==> src/design/rgb_to_hsv_pixel_defines.svh <==
// Assertion macros for the RGB to HSV pixel converter.
// No dependencies; included by the top level, which provides clk_i and rst_ni.
`ifndef RGB_TO_HSV_PIXEL_DEFINES_SVH
`define RGB_TO_HSV_PIXEL_DEFINES_SVH

// Checked only outside reset.
`define R2H_ASSERT_RST(label, prop, msg) \
  label: assert property (@(posedge clk_i) disable iff (!rst_ni) prop) else $error(msg);

// Checked at every edge, reset included.
`define R2H_ASSERT_ALWAYS(label, prop, msg) \
  label: assert property (@(posedge clk_i) prop) else $error(msg);

`endif

==> src/design/r2h_pkg.sv <==
// Shared types and constants for the RGB to HSV pixel converter.
// No dependencies.
package r2h_pkg;

  localparam int unsigned ChanW      = 8;
  localparam int unsigned OutW       = 7;
  localparam int unsigned QuotW      = 7;   // every quotient is below 128
  localparam int unsigned NumerW     = 11;  // hue numerator, below 6*255
  localparam int unsigned HueNumW    = 18;  // 100 * numerator
  localparam int unsigned HueDenW    = 11;  // 6 * delta
  localparam int unsigned SatNumW    = 15;  // 100 * delta
  localparam int unsigned SatDenW    = 8;   // max channel
  localparam int unsigned BrightW    = 16;  // 100 * max before /255
  localparam int unsigned ScalePct   = 100;
  localparam int unsigned HueSectors = 6;

  typedef struct packed {
    logic [ChanW-1:0] blue;
    logic [ChanW-1:0] green;
    logic [ChanW-1:0] red;
  } pixel_t;

  typedef struct packed {
    logic [OutW-1:0] hue;
    logic [OutW-1:0] saturation;
    logic [OutW-1:0] brightness;
  } hsv_t;

  // After max/min search.
  typedef struct packed {
    logic [NumerW-1:0] numer;
    logic [ChanW-1:0]  delta;
    logic [ChanW-1:0]  maxv;
  } ext_t;

  // Dividends and divisors ready for the divider.
  typedef struct packed {
    logic [HueNumW-1:0] hue_num;
    logic [HueDenW-1:0] hue_den;
    logic [SatNumW-1:0] sat_num;
    logic [SatDenW-1:0] sat_den;
    logic [OutW-1:0]    brightness;
  } prep_t;

  // One stage of the restoring divider.
  typedef struct packed {
    logic [HueNumW-1:0] hue_rem;
    logic [HueDenW-1:0] hue_den;
    logic [QuotW-1:0]   hue_q;
    logic [SatNumW-1:0] sat_rem;
    logic [SatDenW-1:0] sat_den;
    logic [QuotW-1:0]   sat_q;
    logic [OutW-1:0]    brightness;
  } div_t;

endpackage

==> src/design/r2h_prep.sv <==
// Front end: max/min search and hue numerator, then scaling by 100 and brightness.
// Two register stages; depends on r2h_pkg.
module r2h_prep (
  input  logic            clk_i,
  input  logic            rst_ni,
  input  logic            in_valid_i,
  output logic            in_ready_o,
  input  r2h_pkg::pixel_t in_pixel_i,
  output logic            out_valid_o,
  input  logic            out_ready_i,
  output r2h_pkg::prep_t  out_data_o
);
  import r2h_pkg::*;

  logic [ChanW-1:0]  r, g, b, mx, mn, d;
  logic [NumerW-1:0] r_w, g_w, b_w, d2, d4, d6;
  ext_t              ext_d, ext_q;
  logic              ext_valid_q;
  prep_t             prep_d, prep_q;
  logic              prep_valid_q;
  logic              ext_ready, prep_ready;
  logic [BrightW-1:0] bright_prod, bright_sum;

  assign r = in_pixel_i.red;
  assign g = in_pixel_i.green;
  assign b = in_pixel_i.blue;

  assign mx = (r >= g && r >= b) ? r : ((g >= b) ? g : b);
  assign mn = (r <= g) ? ((r <= b) ? r : b) : ((g <= b) ? g : b);
  assign d  = mx - mn;

  assign r_w = NumerW'(r);
  assign g_w = NumerW'(g);
  assign b_w = NumerW'(b);
  assign d2  = NumerW'(d) << 1;
  assign d4  = NumerW'(d) << 2;
  assign d6  = d2 + d4;

  // Sums wrap in NumerW bits; the true value always lies in [0, 6*delta), and is 0 for a zero delta.
  always_comb begin
    priority if (r >= g && r >= b) begin
      ext_d.numer = (g < b) ? (d6 + g_w - b_w) : (g_w - b_w);
    end else if (g >= b) begin
      ext_d.numer = d2 + b_w - r_w;
    end else begin
      ext_d.numer = d4 + r_w - g_w;
    end
    ext_d.delta = d;
    ext_d.maxv  = mx;
  end

  // x/255 == (x + (x >> 8) + 1) >> 8 for any 16-bit x below 65535
  assign bright_prod = BrightW'(ext_q.maxv) * BrightW'(ScalePct);
  assign bright_sum  = bright_prod + (bright_prod >> 8) + BrightW'(1);

  always_comb begin
    prep_d.hue_num = HueNumW'(ext_q.numer) * HueNumW'(ScalePct);
    // grey or black pixel: divisor 1 with zero dividend gives a zero quotient
    prep_d.hue_den = (ext_q.delta == '0) ? HueDenW'(1)
                                         : HueDenW'(ext_q.delta) * HueDenW'(HueSectors);
    prep_d.sat_num = SatNumW'(ext_q.delta) * SatNumW'(ScalePct);
    prep_d.sat_den = (ext_q.maxv == '0) ? SatDenW'(1) : SatDenW'(ext_q.maxv);
    prep_d.brightness = bright_sum[8 +: OutW];
  end

  assign prep_ready = !prep_valid_q || out_ready_i;
  assign ext_ready  = !ext_valid_q || prep_ready;
  assign in_ready_o = ext_ready;

  always_ff @(posedge clk_i or negedge rst_ni) begin
    if (!rst_ni) begin
      ext_valid_q  <= 1'b0;
      prep_valid_q <= 1'b0;
    end else begin
      if (ext_ready) begin
        ext_valid_q <= in_valid_i;
      end
      if (prep_ready) begin
        prep_valid_q <= ext_valid_q;
      end
    end
  end

  always_ff @(posedge clk_i) begin
    if (ext_ready && in_valid_i) begin
      ext_q <= ext_d;
    end
    if (prep_ready && ext_valid_q) begin
      prep_q <= prep_d;
    end
  end

  assign out_valid_o = prep_valid_q;
  assign out_data_o  = prep_q;

endmodule

==> src/design/r2h_div.sv <==
// Pipelined restoring divider: one quotient bit per stage for hue and saturation.
// QuotW register stages, the last one is the output register; depends on r2h_pkg.
module r2h_div (
  input  logic           clk_i,
  input  logic           rst_ni,
  input  logic           in_valid_i,
  output logic           in_ready_o,
  input  r2h_pkg::prep_t in_data_i,
  output logic           out_valid_o,
  input  logic           out_ready_i,
  output r2h_pkg::hsv_t  out_hsv_o
);
  import r2h_pkg::*;

  localparam int unsigned NStage = QuotW;

  div_t             src [NStage];
  div_t             nxt [NStage];
  div_t             stage_q [NStage];
  logic [NStage-1:0] valid_q;
  logic [NStage-1:0] vin;
  logic [NStage:0]   rdy;

  always_comb begin
    src[0].hue_rem    = in_data_i.hue_num;
    src[0].hue_den    = in_data_i.hue_den;
    src[0].hue_q      = '0;
    src[0].sat_rem    = in_data_i.sat_num;
    src[0].sat_den    = in_data_i.sat_den;
    src[0].sat_q      = '0;
    src[0].brightness = in_data_i.brightness;
  end
  assign vin[0]      = in_valid_i;
  assign rdy[NStage] = out_ready_i;

  for (genvar k = 0; k < NStage; k++) begin : g_stage
    localparam int unsigned Sh = NStage - 1 - k;

    logic [HueNumW-1:0] hue_cmp;
    logic [SatNumW-1:0] sat_cmp;
    logic               hue_ge, sat_ge;

    if (k > 0) begin : g_link
      assign src[k] = stage_q[k-1];
      assign vin[k] = valid_q[k-1];
    end

    assign hue_cmp = HueNumW'(src[k].hue_den) << Sh;
    assign sat_cmp = SatNumW'(src[k].sat_den) << Sh;
    assign hue_ge  = src[k].hue_rem >= hue_cmp;
    assign sat_ge  = src[k].sat_rem >= sat_cmp;

    always_comb begin
      nxt[k]         = src[k];
      nxt[k].hue_rem = hue_ge ? (src[k].hue_rem - hue_cmp) : src[k].hue_rem;
      nxt[k].sat_rem = sat_ge ? (src[k].sat_rem - sat_cmp) : src[k].sat_rem;
      nxt[k].hue_q   = {src[k].hue_q[QuotW-2:0], hue_ge};
      nxt[k].sat_q   = {src[k].sat_q[QuotW-2:0], sat_ge};
    end

    assign rdy[k] = !valid_q[k] || rdy[k+1];

    always_ff @(posedge clk_i or negedge rst_ni) begin
      if (!rst_ni) begin
        valid_q[k] <= 1'b0;
      end else if (rdy[k]) begin
        valid_q[k] <= vin[k];
      end
    end

    always_ff @(posedge clk_i) begin
      if (rdy[k] && vin[k]) begin
        stage_q[k] <= nxt[k];
      end
    end
  end

  assign in_ready_o            = rdy[0];
  assign out_valid_o           = valid_q[NStage-1];
  assign out_hsv_o.hue         = OutW'(stage_q[NStage-1].hue_q);
  assign out_hsv_o.saturation  = OutW'(stage_q[NStage-1].sat_q);
  assign out_hsv_o.brightness  = stage_q[NStage-1].brightness;

endmodule

==> src/design/rgb_to_hsv_pixel.sv <==
// RGB to HSV pixel converter, hue scaled to 0..99, saturation and value scaled to 0..100.
// Register stages: 2 front-end stages plus one stage per quotient bit (7).
// Throughput one pixel per cycle when not stalled; every stage holds its transaction on stall.
// Reset (rst_ni, async, active low) clears all stage valid bits; no other state.
// Depends on r2h_pkg, r2h_prep, r2h_div and rgb_to_hsv_pixel_defines.svh.
`include "rgb_to_hsv_pixel_defines.svh"

module rgb_to_hsv_pixel (
  input  logic            clk_i,
  input  logic            rst_ni,
  input  logic            in_valid_i,
  output logic            in_ready_o,
  input  r2h_pkg::pixel_t in_pixel_i,
  output logic            out_valid_o,
  input  logic            out_ready_i,
  output r2h_pkg::hsv_t   out_hsv_o
);
  import r2h_pkg::*;

  prep_t prep_data;
  logic  prep_valid, prep_ready;

  r2h_prep u_prep (
    .clk_i       (clk_i),
    .rst_ni      (rst_ni),
    .in_valid_i  (in_valid_i),
    .in_ready_o  (in_ready_o),
    .in_pixel_i  (in_pixel_i),
    .out_valid_o (prep_valid),
    .out_ready_i (prep_ready),
    .out_data_o  (prep_data)
  );

  r2h_div u_div (
    .clk_i       (clk_i),
    .rst_ni      (rst_ni),
    .in_valid_i  (prep_valid),
    .in_ready_o  (prep_ready),
    .in_data_i   (prep_data),
    .out_valid_o (out_valid_o),
    .out_ready_i (out_ready_i),
    .out_hsv_o   (out_hsv_o)
  );

  `R2H_ASSERT_RST(a_out_range, out_valid_o |-> (out_hsv_o.hue <= OutW'(99) && out_hsv_o.saturation <= OutW'(100) && out_hsv_o.brightness <= OutW'(100)), "result out of range")
  `R2H_ASSERT_RST(a_stall_only_when_full, !in_ready_o |-> (out_valid_o && !out_ready_i && prep_valid && !prep_ready), "input stalled with a free stage")
  `R2H_ASSERT_ALWAYS(a_reset_flush, !rst_ni |=> !out_valid_o, "result after reset")

endmodule
==> config.mk <==
export PLATFORM = sky130hd
export DESIGN_NAME = rgb_to_hsv_pixel
export DESIGN_NICKNAME = d
export VERILOG_FILES = /design/src/design/r2h_pkg.sv /design/src/design/r2h_prep.sv /design/src/design/r2h_div.sv /design/src/design/rgb_to_hsv_pixel.sv
export VERILOG_INCLUDE_DIRS = /design/src /design/src/design
export SDC_FILE = /design/constraint.sdc
export NUM_CORES = 1
export LEC_CHECK = 0
export BUFFER_PORTS_ARGS = -buffer_cell sky130_fd_sc_hd__buf_4
export CAP_MARGIN = 20
export CORE_UTILIZATION = 57
export DETAILED_ROUTE_END_ITERATION = 7
export MAX_ROUTING_LAYER = met4
export PLACE_DENSITY_LB_ADDON = 0.2
export SYNTH_ARGS = -nofsm -noshare
export SYNTH_HDL_FRONTEND = slang
export SYNTH_SLANG_ARGS = --single-unit
==> constraint.sdc <==
create_clock -name clk_i -period 13.6 [get_ports clk_i]
set_input_delay 0 -clock clk_i [delete_from_list [all_inputs] [get_ports clk_i]]
set_output_delay 0 -clock clk_i [all_outputs]
set_load 0.01 [all_outputs]
==> run metrics, run 1 <==
DR vias/cell=between 5 and 6; H-tree levels=2; clock transition at the registers of the reported paths=approximately 60 ps; slowest stage cell, crit path=nor2_4; first-pass GRT wire length=between 80,000 and 90,000 um; wire length per cell=16.1 um; #FFs+latches synth=486; clk buf depth=3; syn_nets=between 2,000 and 3,000; min cycle time layout=~7000 ps; Post-synth EDFFs=477; peak per-stage delay on the critical path=around 660 ps; CP Max Fanout=36; HP Class=in -> reg; WL final=53,600 um; Nets=3,022; Unique masters post-synth=77; Gate Count Post-Synth=about 2,500; design area=31,600 um^2; die width=227 um; Initial Util=58.3%; Achievable Freq=roughly 140 MHz; max-slew violation count=0; total gr overflow=0; Hold Violations, Final=0; GRT Total Usage=22.4%; ratio of cells with drive above 1 in the final layout=under 10%; DIE HEIGHT=around 230 um; Syn Area/Cell=about 11 um^2; unrepaired setup endpoints after global routing=false; Worst setup EP type=flop; Vias=18,200; Critical Path RT=13,930 ps; GPL Wtd Cong=just under 1; # IOs=just over 50; Detailed Route Iter0 Violations=around 800; P&R area growth vs syn=10.0%; CTS tree=yes; DRC viols=0; initial antenna violation count=0; max cap viols=0; std cell rows=81; Syn Std Cell Area=around 29,000 um^2; core area=49,400 um^2; largest net degree at the start of global routing=70; vias in the first global route=around 19,000; Root Driver=clkbuf_16; placed instance area=about 30,000 um^2; setup TNS=0 ps; total CTS buffers=50; Seq/Total Area, Yosys=50.6%; number of diodes=0; outcome=finished clean; Tcrit/Tclk final=between 50% and 60%; CP dominant cell by count=inv_1; Clock Latency Late Sink=a little under 600 ps; CP Launch Type=input port; hold_buf cts=13; Post-DP HPWL=42,100 um; Initial DRT Pass Iterations=7; Max-slew headroom=roughly 43%; DRT antenna net count=0; Clock Sink Count=slightly below 500; WP data arrival=just over 7000 ps; post-cts resize count=0; crit path kind=in -> reg; postcts setup bufs=0; Worst Max-Slew Pin Slew=857 ps; DIE AREA=51,400 um^2; final setup vio count=0; Top FF cell, synth=edfxtp_1; Ys Warns=0; Port Buffer Count=50; final setup skew=between 15 and 20 ps; Post-synth ARST share=1.85%
-- sequential cells by signal (all words and copies together) (netlist names) --
signal,count
u_div.out_valid_o,1
u_div.stage_q,395
u_div.valid_q,6
u_prep.ext_q,27
u_prep.ext_valid_q,1
u_prep.out_data_o,55
u_prep.out_valid_o,1
-- critical path, delay by kind of cell --
family,cells,cell delay (ps)
AOI/OAI and AO/OA,8,1200
adders and majority gates,6,2190
and+or+nand+nor,9,1870
xor gates and xnor gates,1,440
buffers and inverters,7,1550
-- cell type report --
cell class / count / area [um^2]
multi-input cells: 1667 / 12800
flip-flops and latches: 486 / 14500
repair buffers: 77 / 618
clock buffers: 58 / 1300
well taps: 664 / 831
clock inverters: 33 / 199
inverters: 345 / 1290
fillers: 3745 / 17700
-- cell usage in the layout (no fill, tap or decap), drive strengths merged, types with 22 or more instances in the layout --
cell type  instances
a21boi            32
a21o              53
a21oi            156
buf               64
clkbuf            58
clkinv            27
edfxtp           477
fa                57
ha               310
inv              348
nand2            179
nand2b            41
nor2             150
nor2b             56
nor3              37
nor4              22
o21a              30
o21ai            145
o31ai             27
xnor2             91
xor2              55
-- final timing paths --
check                                      from                   end  slack (ps)  cells after the start
min                               in_pixel_i[5]       u_prep.ext_q[5]          30                      3
min in group asynchronous                rst_ni    u_prep.ext_valid_q         470                      3
min reg2reg                u_div.stage_q[3][39]  u_div.stage_q[4][40]         410                      0
max                               in_pixel_i[0]      u_prep.ext_q[26]        6670                     31
max reg2reg                     u_prep.ext_q[2]  u_prep.out_data_o[6]        8800                     22
max in group asynchronous                rst_ni      u_div.valid_q[4]       12790                      3
-- cell families (layout without fill, tap and decap cells) --
kind of cell,after synthesis,count (layout),share of synthesized area (%)
AO/OA/AOI/OAI,523,523,11.2
XOR/XNOR,146,146,4.54
adder cells (fa/ha/maj),367,367,17.5
buffers and inverters,377,513,4.95
flip-flops,486,486,50.6
multiplexers,18,18,0.661
AND/OR/NAND/NOR,613,613,10.6
-- cells in the mapped netlist (all sizes together), types with 4 or more instances --
master | count | area (um^2)
a21boi | 32 | 240
o21bai | 11 | 82.6
a31o | 6 | 52.6
ha | 310 | 3880
and2 | 18 | 113
xnor2 | 91 | 816
a211oi | 16 | 130
xor2 | 55 | 489
fa | 57 | 1140
o31ai | 27 | 203
or4 | 8 | 60.1
a21o | 53 | 398
dfrtp | 9 | 225
nor2b | 56 | 350
a22oi | 4 | 30.0
nand2b | 41 | 257
mux2i | 10 | 100
nand3b | 5 | 37.5
o21ai | 145 | 726
o21a | 30 | 225
o22ai | 5 | 31.3
inv | 344 | 1290
nor4 | 22 | 138
a21oi | 156 | 781
nor2 | 150 | 573
nand2 | 179 | 672
or2 | 7 | 43.8
or3 | 17 | 106
nand4 | 21 | 131
and3 | 7 | 43.8
a31oi | 6 | 37.5
nand3 | 21 | 105
edfxtp | 477 | 14300
nor3 | 37 | 196
clkbuf | 30 | 113
mux2 | 8 | 90.1
nand4b | 12 | 105
-- per-layer routing --
metal  up-vias  wire length [um]  global-route usage [%]
li1       9179                 -                       -
met1      8543             22400                    25.0
met2       338             27500                    40.3
met3       143              1510                    2.31
met4         0              2200                    10.2
met5         -                 0                       -
-- stage by stage --
step	cells	setup slack (ps)	utilization [%]	hold WS (ps)
final	3330	6670	64.1	26.2
after global routing	3330	6240	64.1	55.4
after CTS	3330	6720	64.1	18.9
after detailed placement	3226	6940	60.8	-164
after global placement	3225	7080	60.8	-173
after floorplan	2530	7870	-	-296
Power of run 1 is not shown: default switching activity piles up to over one toggle a cycle in this logic, so the estimate is an artifact.
==> inputs of run 2 (changes only) <==
==> constraint.sdc (replaced) <==
create_clock -name clk_i -period 5.9 [get_ports clk_i]
set_input_delay 0 -clock clk_i [delete_from_list [all_inputs] [get_ports clk_i]]
set_output_delay 0 -clock clk_i [all_outputs]
set_load 0.01 [all_outputs]
==> run 2 against run 1 <==
Net effect:
- hold slack improved by 13 ps
- via count rose by 2.2%
- global-route usage rose by 0.19 points
- first-iteration DRC count rose by 2.3%
- final area rose by 1.9%
- sequential share of layout area fell by 0.87 points
- non-clock buffer count rose by 72
- clock skew fell by 2.8 ps
- routed wire length rose by 1.9%
- critical path depth fell by 1
- sequential cell count did not move
- count of clock-buffer cells in the layout rose by 4
==> run metrics, run 2 (synthesized netlist as in run 1, its figures left out) <==
H-tree levels=2; Vias=~19,000; DRC viols=0; DIE AREA=about 51,000 um^2; first-pass GRT wire length=89,400 um; Core Util, Final=between 60% and 70%; P&R area growth vs syn=12.1%; outcome=finished clean; Nets=approximately 3,100; min cycle time layout=5680 ps; unrepaired setup endpoints after global routing=true; Root Driver=clkbuf_16; largest net degree at the start of global routing=70; CTS tree=yes; final setup skew=approximately 17 ps; max reg flops=just under 400; std cell rows=between 80 and 90; Hold Violations, Final=0; CP dominant cell by count=buf_4; WL final=54,700 um; GPL Wtd Cong=approximately 0.95; die width=227 um; DR vias/cell=about 5.5; Critical Path RT=roughly 6200 ps; number of diodes=0; most frequent cells in the layout=477 x edfxtp_1, 342 x inv_1, 310 x ha_1; Tcrit/Tclk final=~96%; Initial Util=58.3%; total gr overflow=0; initial antenna violation count=0; Clock Sink Count=around 490; Initial DRT Pass Iterations=5; crit path kind=in -> reg; max-slew violation count=0; GRT Total Usage=22.6%; Port Buffer Count=50; Worst Max-Slew Pin Slew=roughly 860 ps; Achievable Freq=approximately 180 MHz; Post-DP HPWL=approximately 43,000 um; Clock Latency Late Sink=approximately 580 ps; CP Launch Type=input port; HP Class=in -> reg; vias in the first global route=between 15,000 and 20,000; Worst setup EP type=flop; Detailed Route Iter0 Violations=841; ratio of cells with drive above 1 in the final layout=a little under a tenth; WP data arrival=roughly 6000 ps; CP Max Fanout=6; total CTS buffers=49; DIE HEIGHT=approximately 230 um; largest reg by FF count=u_div.stage_q; wire length per cell=~16 um; DRT antenna net count=0; Max-slew headroom=43.0%; slowest stage cell, crit path=dlygate4sd3_1; final setup vio count=0; core area=49,400 um^2; max cap viols=0; clock transition at the registers of the reported paths=~70 ps; clk buf depth=3; peak per-stage delay on the critical path=540 ps; most common cell after layout, fill and taps aside=edfxtp_1; # IOs=51
## run 2: layout make-up
class | count | area, um^2
Clock inverter | 25 | 218
Clock buffer | 62 | 1300
Tap cell | 664 | 831
Inverter | 345 | 1290
Sequential cell | 486 | 14500
Fill cell | 3710 | 17100
Multi-Input combinational cell | 1667 | 12900
Timing Repair Buffer | 149 | 1160
## run 2: worst max-delay path: cells and delay by family
kind | cells | cell delay (ps)
buffers and inverters | 7 | 1210
adder cells (fa/ha/maj) | 6 | 2170
AO/OA/AOI/OAI | 9 | 1180
XOR/XNOR | 1 | 140
AND/OR/NAND/NOR | 7 | 1290
## run 2: timing repair
item,in CTS,in global routing
endpoints found under the setup margin,0,4
hold buffers,11,0
resized for setup,0,18
hold endpoints to repair,19,0
buffers inserted,0,2
## run 2: final timing paths
check / start / endpoint / slack (ps) / cells past startpoint
worst max-delay path: in_pixel_i[6] / u_prep.ext_q[26] / 220 / 30
worst min-delay path: in_pixel_i[3] / u_prep.ext_q[3] / 40 / 4
worst max register to register: u_prep.ext_q[3] / u_prep.out_data_o[6] / 1050 / 21
worst min register to register: u_div.stage_q[0][37] / u_div.stage_q[1][38] / 410 / 0
max in group asynchronous: rst_ni / u_div.valid_q[3] / 5150 / 3
min in group asynchronous: rst_ni / u_prep.ext_valid_q / 440 / 3
## run 2: routing by layer
| metal | global-route usage [%] | routed length, um |
|---|---|---|
| met5 | - | 0 |
| met4 | 9.18 | 2000 |
| met3 | 2.33 | 1520 |
| met2 | 42.5 | 29100 |
| met1 | 24.1 | 22000 |
## run 2: stage by stage
step	instances	hold slack (ps)	worst slack (ps)	TNS, ps	cell area (um^2)
2_1_floorplan	2530	-296	169	0	28800
3_3_place_gp	3296	-174	-135	-162	30500
3_5_place_dp	3298	-168	-153	-188	30600
4_1_cts	3396	2.57	52.5	0	32200
5_1_grt	3398	36.2	-25.3	-30.6	32200
6_report	3398	39.6	218	0	32200
Power of run 2 is left out for the same reason.
